[config.mk]
export PLATFORM = sky130hd
export DESIGN_NAME = htsch_heap_ram
export DESIGN_NICKNAME = d
export VERILOG_FILES = /design/src/rtl/heap_timeout_scheduler_core_assert.svh /design/src/rtl/htsch_pkg.sv /design/src/rtl/htsch_heap_ram.sv
export SDC_FILE = /design/constraint.sdc
export NUM_CORES = 2
export LEC_CHECK = 0
export BUFFER_PORTS_ARGS = -buffer_cell sky130_fd_sc_hd__buf_2
export CAP_MARGIN = 10
export CELL_PAD_IN_SITES_DETAIL_PLACEMENT = 0
export CELL_PAD_IN_SITES_GLOBAL_PLACEMENT = 1
export CORE_ASPECT_RATIO = 1.25
export CORE_MARGIN = 2
export CORE_UTILIZATION = 50
export DETAILED_ROUTE_END_ITERATION = 8
export PLACE_DENSITY_LB_ADDON = 0.1
export SLEW_MARGIN = 20
export SYNTH_ARGS = -nofsm -noshare
export SYNTH_HDL_FRONTEND = slang
export SYNTH_SLANG_ARGS = --single-unit
export TNS_END_PERCENT = 30
[constraint.sdc]
create_clock -name clock -period 9.3 [get_ports clock]
set_input_delay 0.465 -clock clock [delete_from_list [all_inputs] [get_ports clock]]
set_output_delay 0.465 -clock clock [all_outputs]
set_load 0.005 [all_outputs]
[src/rtl/heap_timeout_scheduler_core_assert.svh]
// Assertion macros for the timeout scheduler core.
// Included by the modules that check their own logic; no other dependencies.
`ifndef HEAP_TIMEOUT_SCHEDULER_CORE_ASSERT_SVH
`define HEAP_TIMEOUT_SCHEDULER_CORE_ASSERT_SVH
`ifndef SYNTH
`define HTSCH_ASSERT(lbl, clk, rst, prop) \
   lbl: assert property (@(posedge clk) disable iff (rst) prop) \
      else $error("htsch assertion failed");
`define HTSCH_NEVER(lbl, clk, rst, cond) \
   lbl: assert property (@(posedge clk) disable iff (rst) !(cond)) \
      else $error("htsch forbidden condition seen");
`else
`define HTSCH_ASSERT(lbl, clk, rst, prop)
`define HTSCH_NEVER(lbl, clk, rst, cond)
`endif
`endif

[src/rtl/htsch_pkg.sv]
// Shared types and constants of the timeout scheduler core.
// No dependencies.
package htsch_pkg;

   localparam int KEY_W     = 10;
   localparam int TO_W      = 24;
   localparam int COUNT_W   = 7;
   localparam int ID_SPAN_W = 17;

   localparam logic [2:0] CMD_ADD    = 3'd0;
   localparam logic [2:0] CMD_ADJUST = 3'd1;
   localparam logic [2:0] CMD_TICK   = 3'd2;
   localparam logic [2:0] CMD_REMOVE = 3'd3;
   localparam logic [2:0] CMD_CLEAR  = 3'd4;

   localparam logic [1:0] ST_OK      = 2'd0;
   localparam logic [1:0] ST_UNKNOWN = 2'd1;
   localparam logic [1:0] ST_FULL    = 2'd2;

   localparam logic [TO_W-1:0] WAIT_MAX = '1;

   typedef struct packed {
      logic [2:0]       cmd;
      logic [KEY_W-1:0] key_id;
      logic [TO_W-1:0]  timeout_ms;
   } req_type;

   typedef struct packed {
      logic               expired;
      logic [KEY_W-1:0]   expired_id;
      logic [1:0]         status;
      logic               queue_empty;
      logic [TO_W-1:0]    next_wait;
      logic [COUNT_W-1:0] entry_count;
      logic               last;
   } rsp_type;

   typedef enum logic [3:0] {
      S_CLEAR,
      S_IDLE,
      S_LOOKUP,
      S_CHECK,
      S_LOAD_LAST,
      S_SD_LEFT,
      S_SD_RIGHT,
      S_SD_PICK,
      S_SU_RD,
      S_SU_CMP,
      S_PLACE,
      S_ROOT_RD,
      S_ROOT
   } state_type;

endpackage

[src/rtl/htsch_heap_ram.sv]
// Heap slot memory: expiry time and owner id per slot, one write and one
// registered read port. Uses htsch_pkg.
module htsch_heap_ram import htsch_pkg::*; #(
   parameter int CAPACITY  = 64,
   parameter int TIME_BITS = 32,
   localparam int SlotW    = $clog2(CAPACITY)
) (
   input  logic                 clock,
   input  logic                 wr_en,
   input  logic [SlotW-1:0]     wr_addr,
   input  logic [TIME_BITS-1:0] wr_expiry,
   input  logic [KEY_W-1:0]     wr_owner,
   input  logic                 rd_en,
   input  logic [SlotW-1:0]     rd_addr,
   output logic [TIME_BITS-1:0] rd_expiry,
   output logic [KEY_W-1:0]     rd_owner
);

   logic [TIME_BITS-1:0] expiry_mem [CAPACITY];
   logic [KEY_W-1:0]     owner_mem  [CAPACITY];
   logic [TIME_BITS-1:0] rd_expiry_ff;
   logic [KEY_W-1:0]     rd_owner_ff;

   always_ff @(posedge clock) begin
      if (wr_en) begin
         expiry_mem[wr_addr] <= wr_expiry;
         owner_mem[wr_addr]  <= wr_owner;
      end
   end

   always_ff @(posedge clock) begin
      if (rd_en) begin
         rd_expiry_ff <= expiry_mem[rd_addr];
         rd_owner_ff  <= owner_mem[rd_addr];
      end
   end

   assign rd_expiry = rd_expiry_ff;
   assign rd_owner  = rd_owner_ff;

endmodule

# Yosys cells after proc, flatten, opt, wreduce, memory -nomap -nowiden
# Memory sizes are Yosys's and may differ from the RTL's. A register that Yosys moved wholly into a read port is not among the register bits.
# Cells that the tools add are included.
# W data, S select, Z words.
# op_classes
bitwise_logic,0
reduce_logical,0
muxes,2
add_sub_neg,0
eq_ne,0
magnitude_cmp,0
div,0
multipliers,0
n_shift,0
# op_table
cell,count
$mux W1,2
# totals
ramBits,2688
rom_bits,0
in_bits,57
output_inout_bits,42
memories,2
elab_cells,4
regBits,0
latch_bits,0
# mem_list
name,depth,width,rd,rd_ports_with_merged_regs,write_ports,line,text
expiry_mem,64,32,1,1,1,htsch_heap_ram.sv:19,logic [TIME_BITS-1:0] expiry_mem [CAPACITY];
owner_mem,64,10,1,1,1,htsch_heap_ram.sv:20,logic [KEY_W-1:0] owner_mem [CAPACITY];

# Depth between registers and ports, before layout
# depth
ltp_word,2
ltp_mapped,10
mapped_depth_nobuf,5

# Least setup slack after synthesis
# No wires, ideal clock.
# synth_path
kind,in2reg
from,in wr_addr[5]
to,mem expiry_mem[32][0] (enable)
stages,4
n_path_buf,2
arrival_ps,3060
required_time_ps,8858
setup_ps,442
path_slack_ps,5799
cell_sequence,clkbuf_1 or3b_2 clkbuf_1 nor2_1
# synth_lines
item,line,text
from (decl),htsch_heap_ram.sv:10,"input logic [SlotW-1:0] wr_addr,"
to (decl),htsch_heap_ram.sv:19,
# No word-level cell before the write port.

==> flow_summary_export.csv <==
group,metric,value,unit
sta,worst_slew_pin_slew,1.15,ns
grt,gr-usage-met3,0.0546,
sta,finalMaxSlewViolations,0,
synthesis,syn_area,103000,um2
sta,finalSetupViolations,0,
synthesis,synth_nets,4458,
worst_hold_path,hp-start,"wr_expiry[1]",
setup_path,start_kind,"input pin",
grt,use_met2,0.465,
final_layout,final_common_cell,"edfxtp_1",
setup_path,crit_path_end_kind,"flop",
die,start_util,0.503,
setup_path,critical_path.slowest_cell,"buf_4",
setup_path,r2r_end,"rd_expiry[6]$_DFFE_PP_",
sta,finClkSkew,0.0369,ns
sta,fmax,280,MHz
setup_path,critPathMaxStageDelay,0.71,ns
grt,use_met1,0.403,
place,dp.cells,7122,
synthesis,seq_area_frac_synth,0.794,
die,rows,186,
synthesis,synth-seq-cells,2730,
die,die_h,512,um
setup_path,crit_fanout,96,
grt,grt_use_total,0.287,
synthesis,synth_cells,4401,
setup_path,crit_path_end,"rd_expiry[19]$_DFFE_PP_",
sta,slew_headroom,0.234,
final_layout,nets,4753,
grt,antenna_found_initial,17,
synthesis,synth.distinct_cells,33,
place,dp_hpwl,158000,um
sta,rsz0062_at_grt,"no",
power,p_leak,0.0362,uW
sta,finalCritPeriodShare,0.384,
grt,grt_pass1_wl,411000,um
cts,numCtsBuffers,286,
place,port_buffers,98,
die,die-area,210000,um2
cts,cts_root_buf,"clkbuf_16",
setup_path,crit_family,"buffers and inverters",
setup_path,cp_cell_sequence,"buf_8 -> buf_4 -> buf_12 -> buf_4 -> mux4_2 -> o22ai_1 -> nor2_1 -> a21oi_1 -> nor2_1",
route,routed_via_density,6.56,
route,wl,300000,um
sta,min_period,3.57,ns
grt,grt_pass1_vias,50400,
cts,htree_num_levels,5,
final_layout,fin_area,116000,um2
setup_path,crit_arrival,4.20,ns
die,core_area,205000,um2
die,io_pins,99,
cts,insertion_delay,0.91,ns
setup_path,path_buf_inv,4,
route,drc_errors,0,
setup_path,r2r_slack,6.99,ns
place,gp_congestion,0.777,
setup_path,path_class,"input pin to flop",
setup_path,cp-startpoint,"rd_addr[2]",
final_layout,layout_common_cells,"edfxtp_1 (2730), mux4_2 (683), clkbuf_16 (295)",
cts,clockBufferDepth,4,
sta,finalHoldViolCount,0,
synthesis,ys_warn_count,0,
final_layout,drive_gt1_frac,0.278,
cts,post_cts_buffers,0,
grt,grt_max_degree,105,
setup_path,path_depth,9,
run_status,outcome,"finished clean",
setup_path,cp.required,9.93,ns
route,postRouteAntennaNets,0,
cts,cts_tree,"done",
grt,grt-busiest-layer,"met2",
cts,clkTransAtPathRegs,0.06,ns
setup_path,reg2reg_depth,5,
setup_path,r2r_start,"expiry_mem[62][6]$_DFFE_PP_",
cts,cts_sinks,2730,
power,cellPowerDensity,220,nW/um2
run,max_cap_viol_count,0,
worst_hold_path,min_path_type,"input pin to flop",
final_layout,fin_cells,7617,
power,ir_drop,0.219,mV
final_layout,area_growth,12.6,%
route,vias,50000,
route,routedWlPerCell,39.3,um
route,drtIter0Drc,6523,
sta,setup_tns,0,ns
route,drt_pass1_iterations,5,
synthesis,synth.avg_cell_area,23.5,um2
die,die_w,411,um
grt,overflow,0,
place,place_area,108000,um2
==> Yosys cell counts <==
cell         n  area share
nand3b_1     6     0.00044
nand4_1      1    0.000061
clkbuf_1    81      0.0029
a31oi_1     17      0.0010
o22ai_1     77      0.0047
a21boi_0     1    0.000073
a32oi_1      1    0.000085
buf_1       14     0.00051
or2_0        1    0.000061
nand2b_1     6     0.00036
o21ai_1      2    0.000097
buf_4       31      0.0023
and2_1       2     0.00012
edfxtp_1  2730        0.79
clkinv_1     1    0.000036
nor2b_1      6     0.00036
o211a_1      2     0.00019
o21ai_0     75      0.0036
nor3_1      14     0.00068
or3b_2       5     0.00042
nand2_1     78      0.0028
a221oi_1    72      0.0061
or2_2        2     0.00012
a21oi_1     53      0.0026
o211ai_1     1    0.000073
mux4_2     683        0.15
buf_6       25      0.0027
nand3_1      7     0.00034
nor2_1     158      0.0057
buf_2       95      0.0046
or3_1        2     0.00012
mux2i_1    116       0.011
o221ai_1    36      0.0031
==> metal layers <==
metal | wire (um) | part of all wire
met5 | 38 | 0.00013
met4 | 8420 | 0.028
met3 | 23200 | 0.078
met2 | 148000 | 0.49
met1 | 120000 | 0.40
==> layout make-up <==
type | count | area [um2]
inverter | 1 | 3.75
antenna | 8 | 20.0
clock inverter | 113 | 855
timing repair buffer | 253 | 1930
clock buffer | 362 | 7630
multi-input combinational | 1424 | 20500
sequential | 2730 | 82000
tap | 2726 | 3410
fill | 15100 | 89200
==> cell families (layout without fill, tap and decap cells) <==
group / Yosys count / count (layout) / share of synthesized area
flip-flops: 2730 / 2730 / 0.794
other: 0 / 8 / 0
multiplexers: 799 / 799 / 0.160
buffers and inverters: 247 / 729 / 0.0131
AND/OR/NAND/NOR: 288 / 288 / 0.0117
AO/OA/AOI/OAI: 337 / 337 / 0.0216
==> worst reg2reg max path: cells and delay by family, from the launching register on <==
kind,cells,cell delay (ns)
compound gates,2,1.01
mux,1,0.48
flops,1,0.35
simple gates,2,0.20
==> flip-flops by register name (all words and copies together) (netlist names) <==
signal / cells
expiry_mem: 2048
owner_mem: 640
rd_expiry: 32
rd_owner: 10
==> worst min-delay path by stage <==
| stage | to | cells after the start | slack (ns) |
|---|---|---|---|
| 2_1_floorplan | expiry_mem[0][0]$_DFFE_PP_ | 0 | 0.56 |
| 3_3_place_gp | rd_owner[0]$_DFFE_PP_ | 4 | 0.90 |
| 3_5_place_dp | rd_expiry[18]$_DFFE_PP_ | 1 | 0.90 |
| 4_1_cts | rd_owner[8]$_DFFE_PP_ | 3 | 0.16 |
| 5_1_grt | expiry_mem[11][30]$_DFFE_PP_ | 1 | 0.09 |
| 6_report | expiry_mem[6][1]$_DFFE_PP_ | 1 | 0.09 |
==> power by group <==
group	switching (uW)	internal, uW	leakage, uW
Clock	4530	6150	0.00415
Sequential	42.4	13700	0.0246
Combinational	767	417	0.00744
==> per-stage QoR <==
step | hold slack, ns | setup slack, ns | power [uW] | utilization
finish | 0.0929 | 5.73 | 25600 | 0.566
global route | 0.0921 | 5.64 | 26200 | 0.566
CTS | 0.163 | 5.69 | 25700 | 0.565
detailed placement | 0.900 | 4.74 | 15100 | 0.524
global placement | 0.901 | 4.76 | 15100 | 0.524
floorplan | 0.564 | 5.80 | 14600 | -
==> timing repair <==
| action | CTS | global route |
|---|---|---|
| gates resized for setup | 0 | 0 |
| hold buffers | 1 | 5 |
| endpoints found under the hold margin | 11 | 78 |
No activity file was read; power rests on OpenSTA's default activity.
